### src/rtl/tpts_pkg.sv
// ---------------------------------------------------------------------------
// Tape pulse tone sequencer package
// Shared constants, command and table entry types for the sequencer blocks.
// ---------------------------------------------------------------------------
package tpts_pkg;

	// Table depth and the widths that follow from it.
	localparam int MAX_TONES = 64;
	localparam int IDX_W     = $clog2(MAX_TONES);
	localparam int CNT_W     = $clog2(MAX_TONES + 1);

	localparam logic [CNT_W-1:0] MAX_CNT = CNT_W'(MAX_TONES);

	localparam int LEN_W = 32;
	localparam int PC_W  = 16;

	typedef enum logic [1:0] {
		OP_CLEAR  = 2'd0,
		OP_TONE   = 2'd1,
		OP_DIRECT = 2'd2,
		OP_NEXT   = 2'd3
	} op_t;

	typedef enum logic [1:0] {
		ERR_OK    = 2'd0,
		ERR_FULL  = 2'd1,
		ERR_EMPTY = 2'd2
	} err_t;

	// Classified command as it sits in the queue between front and back.
	typedef struct packed {
		op_t             op;
		logic            level;
		logic [LEN_W-1:0] length;
		logic [PC_W-1:0]  count;
	} cmd_t;

	// One table entry as stored in the segment memory.
	typedef struct packed {
		logic [LEN_W-1:0] length;
		logic [PC_W-1:0]  count;
		logic             direct;
		logic             level;
	} entry_t;

	localparam int ENTRY_W = $bits(entry_t);

	// One result beat.
	typedef struct packed {
		logic             event_valid;
		logic [LEN_W-1:0] delay;
		logic             next_level;
		logic             present_level;
		logic             at_end;
		err_t             error_code;
	} res_t;

endpackage

### src/rtl/tpts_in_if.sv
// ---------------------------------------------------------------------------
// Sequencer request channel
// Valid/ready channel that carries one input item per beat.
// ---------------------------------------------------------------------------
interface tpts_in_if;
	logic        valid;
	logic        ready;
	logic [1:0]  kind;
	logic        level;
	logic [31:0] pulse_length;
	logic [15:0] pulse_count;

	modport source (output valid, output kind, output level, output pulse_length,
		output pulse_count, input ready);
	modport sink (input valid, input kind, input level, input pulse_length,
		input pulse_count, output ready);
endinterface

### src/rtl/tpts_out_if.sv
// ---------------------------------------------------------------------------
// Sequencer result channel
// Valid/ready channel that carries one result item per beat.
// ---------------------------------------------------------------------------
interface tpts_out_if;
	logic        valid;
	logic        ready;
	logic        event_valid;
	logic [31:0] delay;
	logic        next_level;
	logic        present_level;
	logic        at_end;
	logic [1:0]  error_code;

	modport source (output valid, output event_valid, output delay, output next_level,
		output present_level, output at_end, output error_code, input ready);
	modport sink (input valid, input event_valid, input delay, input next_level,
		input present_level, input at_end, input error_code, output ready);
endinterface

### src/rtl/tape_pulse_tone_sequencer_unit.sv
// ---------------------------------------------------------------------------
// Tape pulse tone sequencer
// Loads a table of tone and direct pulse segments and plays it pulse by pulse.
// ---------------------------------------------------------------------------
//
//   Channel  Dir  Beat contents
//   -------  ---  --------------------------------------------------------
//   req      in   kind, level, pulse_length, pulse_count (one item)
//   rsp      out  event_valid, delay, next_level, present_level, at_end,
//                 error_code (exactly one result per request)
//
// A request beat first lands in a two-entry command queue, then the back end
// executes it. Clear and add commands form their result when the back end
// takes them. A next request with pulses pending reads the table to look at
// the following entry, then forms the event. When a new segment must
// be loaded, each table entry read costs one more cycle, so skipping empty
// tones adds a cycle per skipped entry; the single table read port sets this.
// Reset clears all control state; the table itself is left as is and only
// entries below the fill count are ever read. The queue keeps taking
// requests while a result beat waits on rsp, and the back end only starts a
// command once the result register is free.
//
module tape_pulse_tone_sequencer_unit
	import tpts_pkg::*;
(
	input  logic       clk,
	input  logic       arst_n,
	tpts_in_if.sink    req,
	tpts_out_if.source rsp
);

	// Classified commands travel from the front queue to the back end.
	cmd_t cmd;
	logic cmd_valid;
	logic cmd_ready;

	tpts_front u_front (
		.clk       (clk),
		.arst_n    (arst_n),
		.req       (req),
		.cmd       (cmd),
		.cmd_valid (cmd_valid),
		.cmd_ready (cmd_ready)
	);

	// The back end owns the segment table, the play position and the level.
	tpts_back u_back (
		.clk       (clk),
		.arst_n    (arst_n),
		.cmd       (cmd),
		.cmd_valid (cmd_valid),
		.cmd_ready (cmd_ready),
		.rsp       (rsp)
	);

endmodule

### src/rtl/tpts_ram.sv
// ---------------------------------------------------------------------------
// Generic single-port-write RAM
// One write port, one read port, registered read data.
// ---------------------------------------------------------------------------
module tpts_ram #(
	parameter int WIDTH = 8,
	parameter int DEPTH = 16,
	localparam int AW = $clog2(DEPTH)
) (
	input  logic             clk,
	input  logic             we,
	input  logic [AW-1:0]    waddr,
	input  logic [WIDTH-1:0] wdata,
	input  logic             re,
	input  logic [AW-1:0]    raddr,
	output logic [WIDTH-1:0] rdata
);

	logic [WIDTH-1:0] mem_q [DEPTH];

	always_ff @(posedge clk) begin
		if (we) begin
			mem_q[waddr] <= wdata;
		end
		if (re) begin
			rdata <= mem_q[raddr];
		end
	end

endmodule

### src/rtl/tpts_front.sv
// ---------------------------------------------------------------------------
// Sequencer front end
// Accepts request beats, classifies them and queues the commands.
// ---------------------------------------------------------------------------
module tpts_front
	import tpts_pkg::*;
(
	input  logic    clk,
	input  logic    arst_n,
	tpts_in_if.sink req,
	output cmd_t    cmd,
	output logic    cmd_valid,
	input  logic    cmd_ready
);

	localparam int QDEPTH = 2;
	localparam int QP_W   = $clog2(QDEPTH);
	localparam int QC_W   = $clog2(QDEPTH + 1);

	cmd_t            queue_q [QDEPTH];
	logic [QP_W-1:0] wr_ptr_q;
	logic [QP_W-1:0] rd_ptr_q;
	logic [QC_W-1:0] fill_q;
	cmd_t            cls;
	logic            push;
	logic            pop;

	// A direct pulse is stored as a one-pulse segment; tones carry no level.
	always_comb begin
		cls.op     = op_t'(req.kind);
		cls.length = req.pulse_length;
		cls.count  = req.pulse_count;
		cls.level  = req.level;
		case (cls.op)
			OP_DIRECT: cls.count = PC_W'(1);
			OP_TONE:   cls.level = 1'b0;
			default:   ;
		endcase
	end

	assign req.ready = (fill_q != QC_W'(QDEPTH));
	assign push      = req.valid && req.ready;
	assign cmd_valid = (fill_q != '0);
	assign pop       = cmd_valid && cmd_ready;
	assign cmd       = queue_q[rd_ptr_q];

	always_ff @(posedge clk or negedge arst_n) begin
		if (!arst_n) begin
			wr_ptr_q <= '0;
			rd_ptr_q <= '0;
			fill_q   <= '0;
		end else begin
			if (push) begin
				wr_ptr_q <= wr_ptr_q + QP_W'(1);
			end
			if (pop) begin
				rd_ptr_q <= rd_ptr_q + QP_W'(1);
			end
			case ({push, pop})
				2'b10:   fill_q <= fill_q + QC_W'(1);
				2'b01:   fill_q <= fill_q - QC_W'(1);
				default: ;
			endcase
		end
	end

	always_ff @(posedge clk) begin
		if (push) begin
			queue_q[wr_ptr_q] <= cls;
		end
	end

endmodule

### src/rtl/tpts_back.sv
// ---------------------------------------------------------------------------
// Sequencer back end
// Executes queued commands against the segment table and plays pulses.
// ---------------------------------------------------------------------------
module tpts_back
	import tpts_pkg::*;
(
	input  logic        clk,
	input  logic        arst_n,
	input  cmd_t        cmd,
	input  logic        cmd_valid,
	output logic        cmd_ready,
	tpts_out_if.source  rsp
);

	typedef enum logic [1:0] {
		ST_IDLE,
		ST_FETCH,
		ST_FINISH
	} state_t;

	state_t            state_q;
	logic [CNT_W-1:0]  tones_q;
	logic [CNT_W-1:0]  play_q;
	logic [PC_W-1:0]   pulses_q;
	logic [LEN_W-1:0]  act_len_q;
	logic              act_dir_q;
	logic              sig_q;
	logic              use_peek_q;
	logic              out_valid_q;
	res_t              res_q;

	logic              out_free;
	logic              take;
	logic [CNT_W-1:0]  play_nx;
	logic              ram_we;
	logic              ram_re;
	logic [IDX_W-1:0]  ram_raddr;
	entry_t            wr_entry;
	entry_t            rd_entry;
	logic [ENTRY_W-1:0] rd_raw;
	logic              fetch_sig;
	logic              end_lvl;
	logic [PC_W-1:0]   pulses_dec;

	assign out_free  = !out_valid_q || rsp.ready;
	assign take      = (state_q == ST_IDLE) && cmd_valid && out_free;
	assign cmd_ready = take;
	assign play_nx   = play_q + CNT_W'(1);
	assign rd_entry  = entry_t'(rd_raw);

	assign wr_entry.length = cmd.length;
	assign wr_entry.count  = cmd.count;
	assign wr_entry.direct = (cmd.op == OP_DIRECT);
	assign wr_entry.level  = cmd.level;

	// Table port control: adds write at the fill position, next requests read
	// the play position and then each following entry as it is consumed.
	always_comb begin
		ram_we    = take && (cmd.op == OP_TONE || cmd.op == OP_DIRECT) && (tones_q != MAX_CNT);
		ram_re    = 1'b0;
		ram_raddr = play_q[IDX_W-1:0];
		case (state_q)
			ST_IDLE: begin
				ram_re = take && (cmd.op == OP_NEXT) && (play_q < tones_q);
			end
			ST_FETCH: begin
				ram_re    = (play_nx < tones_q);
				ram_raddr = play_nx[IDX_W-1:0];
			end
			default: ;
		endcase
	end

	// Level after a freshly fetched entry, and the level at the end of a pulse.
	assign fetch_sig  = rd_entry.direct ? rd_entry.level : sig_q;
	assign end_lvl    = (use_peek_q && rd_entry.direct) ? rd_entry.level :
		(act_dir_q ? sig_q : !sig_q);
	assign pulses_dec = pulses_q - PC_W'(1);

	tpts_ram #(
		.WIDTH (ENTRY_W),
		.DEPTH (MAX_TONES)
	) u_table (
		.clk   (clk),
		.we    (ram_we),
		.waddr (tones_q[IDX_W-1:0]),
		.wdata (wr_entry),
		.re    (ram_re),
		.raddr (ram_raddr),
		.rdata (rd_raw)
	);

	always_ff @(posedge clk or negedge arst_n) begin
		if (!arst_n) begin
			state_q     <= ST_IDLE;
			tones_q     <= '0;
			play_q      <= '0;
			pulses_q    <= '0;
			act_len_q   <= '0;
			act_dir_q   <= 1'b0;
			sig_q       <= 1'b0;
			use_peek_q  <= 1'b0;
			out_valid_q <= 1'b0;
			res_q       <= '0;
		end else begin
			if (rsp.ready) begin
				out_valid_q <= 1'b0;
			end
			case (state_q)
				ST_IDLE: begin
					if (take) begin
						res_q.event_valid   <= 1'b0;
						res_q.delay         <= '0;
						res_q.next_level    <= 1'b0;
						res_q.present_level <= sig_q;
						res_q.error_code    <= ERR_OK;
						case (cmd.op)
							OP_CLEAR: begin
								tones_q             <= '0;
								play_q              <= '0;
								pulses_q            <= '0;
								act_len_q           <= '0;
								act_dir_q           <= 1'b0;
								sig_q               <= cmd.level;
								res_q.present_level <= cmd.level;
								res_q.at_end        <= 1'b1;
								out_valid_q         <= 1'b1;
							end
							OP_TONE, OP_DIRECT: begin
								out_valid_q <= 1'b1;
								if (tones_q == MAX_CNT) begin
									res_q.error_code <= ERR_FULL;
									res_q.at_end     <= (pulses_q == '0) && (play_q == tones_q);
								end else begin
									tones_q      <= tones_q + CNT_W'(1);
									res_q.at_end <= (pulses_q == '0) &&
										(play_q == tones_q + CNT_W'(1));
									if (cmd.op == OP_DIRECT && play_q == tones_q) begin
										sig_q               <= cmd.level;
										res_q.present_level <= cmd.level;
									end
								end
							end
							default: begin
								if (pulses_q == '0 && !(play_q < tones_q)) begin
									res_q.error_code <= ERR_EMPTY;
									res_q.at_end     <= 1'b1;
									out_valid_q      <= 1'b1;
								end else if (pulses_q == '0) begin
									state_q <= ST_FETCH;
								end else begin
									use_peek_q <= (play_q < tones_q);
									state_q    <= ST_FINISH;
								end
							end
						endcase
					end
				end
				ST_FETCH: begin
					pulses_q  <= rd_entry.count;
					act_len_q <= rd_entry.length;
					act_dir_q <= rd_entry.direct;
					sig_q     <= fetch_sig;
					play_q    <= play_nx;
					if (rd_entry.count == '0) begin
						// Empty segment: keep searching, or give up at the end.
						if (!(play_nx < tones_q)) begin
							res_q.event_valid   <= 1'b0;
							res_q.delay         <= '0;
							res_q.next_level    <= 1'b0;
							res_q.present_level <= fetch_sig;
							res_q.at_end        <= 1'b1;
							res_q.error_code    <= ERR_EMPTY;
							out_valid_q         <= 1'b1;
							state_q             <= ST_IDLE;
						end
					end else begin
						use_peek_q <= (play_nx < tones_q);
						state_q    <= ST_FINISH;
					end
				end
				ST_FINISH: begin
					sig_q               <= end_lvl;
					pulses_q            <= pulses_dec;
					res_q.event_valid   <= 1'b1;
					res_q.delay         <= act_len_q;
					res_q.next_level    <= end_lvl;
					res_q.present_level <= end_lvl;
					res_q.at_end        <= (pulses_dec == '0) && (play_q == tones_q);
					res_q.error_code    <= ERR_OK;
					out_valid_q         <= 1'b1;
					state_q             <= ST_IDLE;
				end
				default: begin
					state_q <= ST_IDLE;
				end
			endcase
		end
	end

	assign rsp.valid         = out_valid_q;
	assign rsp.event_valid   = res_q.event_valid;
	assign rsp.delay         = res_q.delay;
	assign rsp.next_level    = res_q.next_level;
	assign rsp.present_level = res_q.present_level;
	assign rsp.at_end        = res_q.at_end;
	assign rsp.error_code    = res_q.error_code;

	a_play_in_table: assert property (@(posedge clk) disable iff (!arst_n)
		play_q <= tones_q)
		else $error("play position beyond the loaded table");

	a_table_bound: assert property (@(posedge clk) disable iff (!arst_n)
		tones_q <= MAX_CNT)
		else $error("table fill beyond its depth");

	a_finish_has_pulse: assert property (@(posedge clk) disable iff (!arst_n)
		state_q == ST_FINISH |-> pulses_q != '0)
		else $error("pulse played with no pulse pending");

	a_fetch_after_read: assert property (@(posedge clk) disable iff (!arst_n)
		state_q == ST_FETCH |-> $past(ram_re))
		else $error("entry fetched without a table read");

	a_event_ok: assert property (@(posedge clk) disable iff (!arst_n)
		out_valid_q && res_q.event_valid |-> res_q.error_code == ERR_OK)
		else $error("event beat carries an error code");

endmodule

### src/flat_wrapper.sv
// flat-port wrapper written by rule: the top's interface ports become plain ports
module tape_pulse_tone_sequencer_unit_flat import tpts_pkg::*;
  (clk, arst_n, req_valid, req_kind, req_level, req_pulse_length, req_pulse_count, req_ready, rsp_valid, rsp_event_valid, rsp_delay, rsp_next_level, rsp_present_level, rsp_at_end, rsp_error_code, rsp_ready);
  tpts_in_if req_i ();
  tpts_out_if rsp_i ();
  input  logic clk;
  input  logic arst_n;
  input wire logic [$bits(req_i.valid)-1:0] req_valid;
  input wire logic [$bits(req_i.kind)-1:0] req_kind;
  input wire logic [$bits(req_i.level)-1:0] req_level;
  input wire logic [$bits(req_i.pulse_length)-1:0] req_pulse_length;
  input wire logic [$bits(req_i.pulse_count)-1:0] req_pulse_count;
  output wire logic [$bits(req_i.ready)-1:0] req_ready;
  output wire logic [$bits(rsp_i.valid)-1:0] rsp_valid;
  output wire logic [$bits(rsp_i.event_valid)-1:0] rsp_event_valid;
  output wire logic [$bits(rsp_i.delay)-1:0] rsp_delay;
  output wire logic [$bits(rsp_i.next_level)-1:0] rsp_next_level;
  output wire logic [$bits(rsp_i.present_level)-1:0] rsp_present_level;
  output wire logic [$bits(rsp_i.at_end)-1:0] rsp_at_end;
  output wire logic [$bits(rsp_i.error_code)-1:0] rsp_error_code;
  input wire logic [$bits(rsp_i.ready)-1:0] rsp_ready;
  assign req_i.valid = req_valid;
  assign req_i.kind = req_kind;
  assign req_i.level = req_level;
  assign req_i.pulse_length = req_pulse_length;
  assign req_i.pulse_count = req_pulse_count;
  assign req_ready = req_i.ready;
  assign rsp_valid = rsp_i.valid;
  assign rsp_event_valid = rsp_i.event_valid;
  assign rsp_delay = rsp_i.delay;
  assign rsp_next_level = rsp_i.next_level;
  assign rsp_present_level = rsp_i.present_level;
  assign rsp_at_end = rsp_i.at_end;
  assign rsp_error_code = rsp_i.error_code;
  assign rsp_i.ready = rsp_ready;
  tape_pulse_tone_sequencer_unit u_core (.clk(clk), .arst_n(arst_n), .req(req_i), .rsp(rsp_i));
endmodule
### config.mk
export PLATFORM = sky130hd
export DESIGN_NAME = tape_pulse_tone_sequencer_unit_flat
export DESIGN_NICKNAME = d
export VERILOG_FILES = /design/src/rtl/tpts_pkg.sv /design/src/rtl/tpts_in_if.sv /design/src/rtl/tpts_out_if.sv /design/src/rtl/tape_pulse_tone_sequencer_unit.sv /design/src/rtl/tpts_ram.sv /design/src/rtl/tpts_front.sv /design/src/rtl/tpts_back.sv /design/src/flat_wrapper.sv
export SDC_FILE = /design/constraint.sdc
export NUM_CORES = 2
export LEC_CHECK = 0
export ABC_CLOCK_PERIOD_IN_PS = 11900
export BUFFER_PORTS_ARGS = -buffer_cell sky130_fd_sc_hd__buf_2
export CORE_MARGIN = 1.5
export CORE_UTILIZATION = 50
export CTS_CLUSTER_SIZE = 20
export DETAILED_ROUTE_END_ITERATION = 10
export PLACE_DENSITY = 0.65
export REMOVE_ABC_BUFFERS = 1
export SLEW_MARGIN = 20
export SYNTH_ARGS = -nofsm -noshare
export SYNTH_HDL_FRONTEND = slang
export SYNTH_SLANG_ARGS = --single-unit
### constraint.sdc
create_clock -name clk -period 11.9 [get_ports clk]
set_clock_uncertainty 0.15 [all_clocks]
set_input_delay 1.19 -clock clk [delete_from_list [all_inputs] [get_ports clk]]
set_output_delay 1.19 -clock clk [all_outputs]
set_load 0.01 [all_outputs]
=== After elaboration in Yosys (flattened, before gate mapping) ===
Memories as Yosys holds them, arrays and structs flattened. A register that Yosys moved wholly into a read port is not among the register bits.
Index checks and enable logic that the tools add are counted.

* Word-level logic and storage cells: 153
* Input bits: 55
* Output and inout port bits: 40
* Register bits: 110
* RAM bits: 3,302
* Memories kept: 2

* Add/sub/neg operators: 7
* Multiplexer cells: 60
* Equal/unequal tests: 25
* Reductions and logical operators: 39
* Magnitude comparators: 2

{| class="wikitable"
|+ Memories
! name !! words !! bits a word !! rd ports !! clocked after memory_dff !! write ports !! line !! source
|-
| u_core.u_back.u_table.mem_q || 64 || 50 || 1 || 1 || 1 || tpts_ram.sv:19 || <nowiki>logic [WIDTH-1:0] mem_q [DEPTH];</nowiki>
|-
| u_core.u_front.queue_q || 2 || 51 || 1 || 0 || 1 || tpts_front.sv:20 || <nowiki>cmd_t queue_q [QDEPTH];</nowiki>
|}

{| class="wikitable"
|+ Operators with widths
! cell !! number
|-
| 2-to-1 mux 38 bit || 3
|-
| one-hot mux 38 bit (3 select lines) || 1
|-
| 2-to-1 mux 32 bit || 2
|-
| one-hot mux 32 bit (2 select lines) || 1
|-
| zero test 16 bit || 3
|-
| 2-to-1 mux 16 bit || 3
|-
| one-hot mux 16 bit (3 select lines) || 1
|-
| one-hot mux 7 bit (2 select lines) || 2
|-
| 2-to-1 mux 1 bit || 26
|-
| 2-to-1 mux 7 bit || 3
|-
| != test 2 bit (second input constant) || 9
|-
| subtractor 16 x 1 -> 16 bit (second input constant) || 1
|-
| adder 7 x 1 -> 7 bit (second input constant) || 2
|-
| equality test 7 bit || 2
|-
| logical AND 1 bit || 14
|-
| < comparator 7 bit || 2
|-
| 2-to-1 mux 2 bit || 6
|-
| one-hot mux 2 bit (2 select lines) || 3
|-
| AND reduction 4 bit || 3
|-
| equality test 2 bit (second input constant) || 5
|-
| one-hot mux 1 bit (2 select lines) || 5
|-
| equality test 2 x 1 -> 1 bit (second input constant) || 4
|-
| nonzero test 2 bit || 4
|-
| equality test 7 bit (second input constant) || 1
|-
| 20 further kinds || 27
|}

=== Logic depth before layout (Yosys ltp) ===
An unclocked memory read counts as a cell.

* Depth in word-level cells: 8
* Mapped depth: 14
* Mapped depth without buffers: 11

=== By module ===
Synthesis repeated with hierarchy kept, for this count alone.

* Cell total of the unflattened synthesis: 6,276
* Area, all modules: 133,266.6 µm²

{| class="wikitable"
|+ By module, submodules not included
! module !! area an instance (µm²) !! times used !! cells each
|-
| tpts_ram || 123,457.2 || 1 || 5,456
|-
| tpts_back || 5,773.0 || 1 || 624
|-
| tpts_front || 4,036.4 || 1 || 196
|}

=== Worst setup path before layout ===
OpenSTA, ideal clock, no wires.

* Path kind: register to register
* Start point: reg u_core.u_back.tones_q[2]
* End point: reg u_core.u_back.u_table.rdata[0] (read register of u_core.u_back.u_table.mem_q), enable pin
* Library setup time: 527 ps
* Stages on the path, launching flop included: 8
* Arrival time: 5,291 ps
* Path slack: 5,933 ps
* Cells stage by stage: dfrtp_1 > clkbuf_1 > inv_1 > ha_1 > a21oi_1 > a21oi_1 > or3_1 > o21ai_0

* Word-level cells in the longest chain between the ends: 3
* Elaborated cells on any way between the ends: 4
* Those cells by class: order compare: 2; mux: 1; reduce/logical: 1

{| class="wikitable"
|+ RTL lines
! what !! line !! source
|-
| from (decl) || tpts_back.sv:23 || <nowiki>logic [CNT_W-1:0] tones_q;</nowiki>
|-
| from (signal assigned) || tpts_back.sv:136 || <nowiki>tones_q <= tones_q + CNT_W'(1);</nowiki>
|-
| < comparator 7 bit || tpts_back.sv:65 || <nowiki>ram_re = take && (cmd.op == OP_NEXT) && (play_q < tones_q);</nowiki>
|-
| logical AND 1 bit || tpts_back.sv:65 ||
|-
| one-hot mux 1 bit (2 select lines) * || tpts_back.sv:63 || <nowiki>case (state_q)</nowiki>
|-
| named net u_core.u_back.ram_re || tpts_back.sv:37 || <nowiki>logic ram_re;</nowiki>
|-
| to (decl) || tpts_ram.sv:16 || <nowiki>output logic [WIDTH-1:0] rdata</nowiki>
|}

Mark *: on every way through the listed nets, which the timed path passes. The rest lies on a longest branch.
A chain may end at the register's enable or synchronous reset.

=== Worst setup path after layout ===
* Start point: reg u_core.u_back.play_q[1]
* End point: reg u_core.u_back.u_table.rdata[29] (read register of u_core.u_back.u_table.mem_q), data pin

* Word-level cells in the longest chain between the ends: 3
* Elaborated cells on any way between the ends: 6
* Those cells by class: add/sub: 1; order compare: 2; mux: 2; reduce/logical: 1

{| class="wikitable"
|+ RTL lines
! what !! line !! source
|-
| from (decl) || tpts_back.sv:24 || <nowiki>logic [CNT_W-1:0] play_q;</nowiki>
|-
| from (signal assigned) || tpts_back.sv:165 || <nowiki>play_q <= play_nx;</nowiki>
|-
| adder 7 x 1 -> 7 bit / < comparator 7 bit (equally long branches) || tpts_back.sv:49, tpts_back.sv:65 ||
|-
| < comparator 7 bit / logical AND 1 bit (equally long branches) || tpts_back.sv:68, tpts_back.sv:65 ||
|-
| one-hot mux 1 bit (2 select lines) || tpts_back.sv:63 ||
|}

Parallel ways exist; a longest one is shown, timed or not.

==> flow_summary.ini <==
[outcome]
status = completed

[route]
drt_first_pass_iters = 6
vias = 71800
ant_nets = 0
route.detailed.drc = 0
routed_wirelength_um = 383000
drt-vias-per-instance = 6.60
drt-wirelength-per-cell_um = 35.2
drt_first_iter_violations = 10300

[logic_synthesis]
synth_ff_type = edfxtp_1
syn_inst = 6830
synth_top_area_share_pct = 75.2
synth_area_mm2 = 0.134
ys_ff_latch = 3462
synth_cell_types = 70
yosysTopAreaCell = edfxtp_1
ys_warn_count = 0
avgSynthCellArea_um2 = 19.6
synth_edf_count = 3352
ys_seq_area_share_pct = 77.2
ys_async_sr_fraction_pct = 3.18
synthTopCellsByArea = edfxtp_1 75%, mux4_2 9.3%, mux2i_1 3.0%

[pwr]
p_leak_nw = 47.1
power.internal_mw = 23.3
clockPowerShare_pct = 33.2
p_sw_share_pct = 27.8
ir_worst_vdd_mv = 0.231
power_density_mw_per_mm2 = 214
combPwrFrac_pct = 19.0
sequentialPowerShare_pct = 47.8
switchingPower_mw = 8.98

[global_routing]
grt_max_degree = 135
grt.total_usage_pct = 28.0
globalRoute.totalOverflow = 0
antenna_found_initial = 28
first_global_vias = 70800
grt_pass1_wl_um = 534000

[sta]
finalSetupViolCount = 0
min_period_ns = 5.63
hold_slack_ns = 0.0841
max_slew_margin_pct = 19.8
rsz0062_at_grt = no
hold_violations = 0
tightest_slew_ns = 1.20
fin_setup_tns_ns = 0
fmax_mhz = 178
fin_crit_sh_pct = 47.3
setup_ws_ns = 6.27
slew_viol_final = 0

[worst_setup_path]
r2r-start = u_core.u_back.play_q[1]
startpoint_type = flop
arrival_ns = 6.09
cp-end-kind = flop
crit_fanout = 105
reg2reg_depth = 10
critPathRequiredTime_ns = 12.35
crit_start = u_core.u_back.play_q[1]
path_class = reg2reg
worstSetupEndpoint = u_core.u_back.u_table.rdata[29]
r2r-end = u_core.u_back.u_table.rdata[29]
r2r_slack_ns = 6.27

[clocking]
root_buffer = clkbuf_16
cts_sinks = 3462
clock_path_buffers = 4
cts.repair.resized = 0
htreeDepth = 5
insertion_delay_ns = 0.90
cts_tree = built
cts_made_buffers = 355
cts_setup_buffers = 0
clkSlewWorstSetupHoldPaths_ns = 0.06
postCtsHoldBufs = 0

[final_layout]
final_common_cell = edfxtp_1
final_layout_size_suffix_gt1_share_pct = 20.6
nNetsFinal = 7158
stdcell_count = 10900
final_cell_mix = 3,352 x edfxtp_1, 551 x mux4_2, 457 x nand3_1
post-route-util_pct = 56.6
syn2layout_area_growth_pct = 12.4

[placement]
place_congestion = 0.867
placedCellCount = 10200
post-place-ws_ns = 6.34
dp_hpwl_um = 206000
io_buffers = 94

[floorplanning]
ios = 95
initial_core_util_pct = 50.4
core_area_mm2 = 0.266
die_area_mm2 = 0.271
die_w_um = 521
die_height_um = 521
num_rows = 189

[run]
cap_violations = 0

[min_path]
hold_class = in2async
-- power groups by stage --
stage | Clock [mW] | Combinational [mW] | Sequential, mW
global route | 11.2 | 6.49 | 15.4
floorplan | 0 | 5.86 | 15.6
global placement | 0 | 5.92 | 15.7
finish | 10.7 | 6.14 | 15.4
CTS | 10.8 | 6.09 | 15.4
detailed placement | 0 | 6.08 | 15.7
-- cell usage after synthesis (all sizes together) (4+ instances only) --
| cell | n |
|---|---|
| xor2 | 11 |
| or4 | 4 |
| o2111ai | 99 |
| or2 | 9 |
| a22o | 45 |
| nor4 | 9 |
| xnor2 | 20 |
| mux2i | 400 |
| nor2 | 102 |
| nand4 | 109 |
| clkbuf | 189 |
| buf | 239 |
| nand2b | 8 |
| and2 | 19 |
| inv | 58 |
| a41oi | 51 |
| mux4 | 551 |
| a21o | 101 |
| o21ai | 82 |
| nand2 | 311 |
| a21oi | 17 |
| ha | 29 |
| and3 | 6 |
| a22oi | 255 |
| mux2 | 59 |
| nand3 | 457 |
| edfxtp | 3352 |
| a31oi | 4 |
| nor3 | 65 |
| or3 | 7 |
| and4 | 4 |
| o31ai | 4 |
| dfrtp | 110 |
-- layout make-up --
type / instances / area, µm²
Inverter: 58 / 218
Clock buffer: 439 / 9350
Sequential cell: 3462 / 103000
Clock inverter: 188 / 1670
Tap cell: 3533 / 4420
Multi-Input combinational cell: 2882 / 29100
Fill cell: 19700 / 115000
Antenna cell: 9 / 22.5
Timing Repair Buffer: 315 / 2340
-- critical path, cell delays in order, from the launching register on --
cell and delay (ns):
dfrtp_1 0.57, ha_1 0.53, mux2_8 0.50, buf_12 0.54
buf_4 0.82, buf_4 0.92, mux4_2 0.43, mux2i_1 0.14
nor3_1 0.07, a41oi_1 0.25, nand4_1 0.12
-- metrics by stage --
stage,instance area [µm²],power (mW)
3_3_place_gp,139000,21.6
6_report,151000,32.3
3_5_place_dp,139000,21.8
4_1_cts,150000,32.3
2_1_floorplan,132000,21.5
5_1_grt,150000,33.2
-- worst min-delay path by stage --
stage / end / cells after the start
floorplan: u_core.u_back.act_len_q[0] / 1
global placement: u_core.u_back.act_len_q[17] / 1
detailed placement: u_core.u_back.act_len_q[17] / 1
CTS: u_core.u_back.act_len_q[2] / 1
global route: u_core.u_back.rsp.delay[1] / 1
finish: u_core.u_back.rsp.delay[1] / 1
-- metal layers --
metal  global-route usage, %  wire (µm)  vias up
li1                        -          -    28700
met1                    39.2     147000    37900
met2                    43.9     180000     4449
met3                    5.51      41000      765
met4                    10.5      15400       14
met5                       0         93        -
-- flip-flops by register name (all words and copies together) (netlist names), 2 cells and up --
signal	cells
u_core.u_back.rsp.delay	32
u_core.u_back.u_table.rdata	50
u_core.u_back.state_q	2
u_core.u_front.fill_q	2
u_core.u_back.tones_q	7
u_core.u_back.u_table.mem_q	3200
u_core.u_back.pulses_q	16
u_core.u_back.rsp.error_code	2
u_core.u_back.play_q	7
u_core.u_back.act_len_q	32
u_core.u_front.queue_q	102
-- logic make-up after synthesis --
kind of cell             Yosys count  synth area share [%]
multiplexers                    1010                  12.8
buffers and inverters            486                  1.64
adder cells (fa/ha/maj)           29                 0.271
flip-flops                      3462                  77.2
XOR/XNOR                          31                 0.208
AND/OR/NAND/NOR                 1118                  4.00
AO/OA/AOI/OAI                    694                  3.91
No activity file was read; power rests on OpenSTA's default activity.
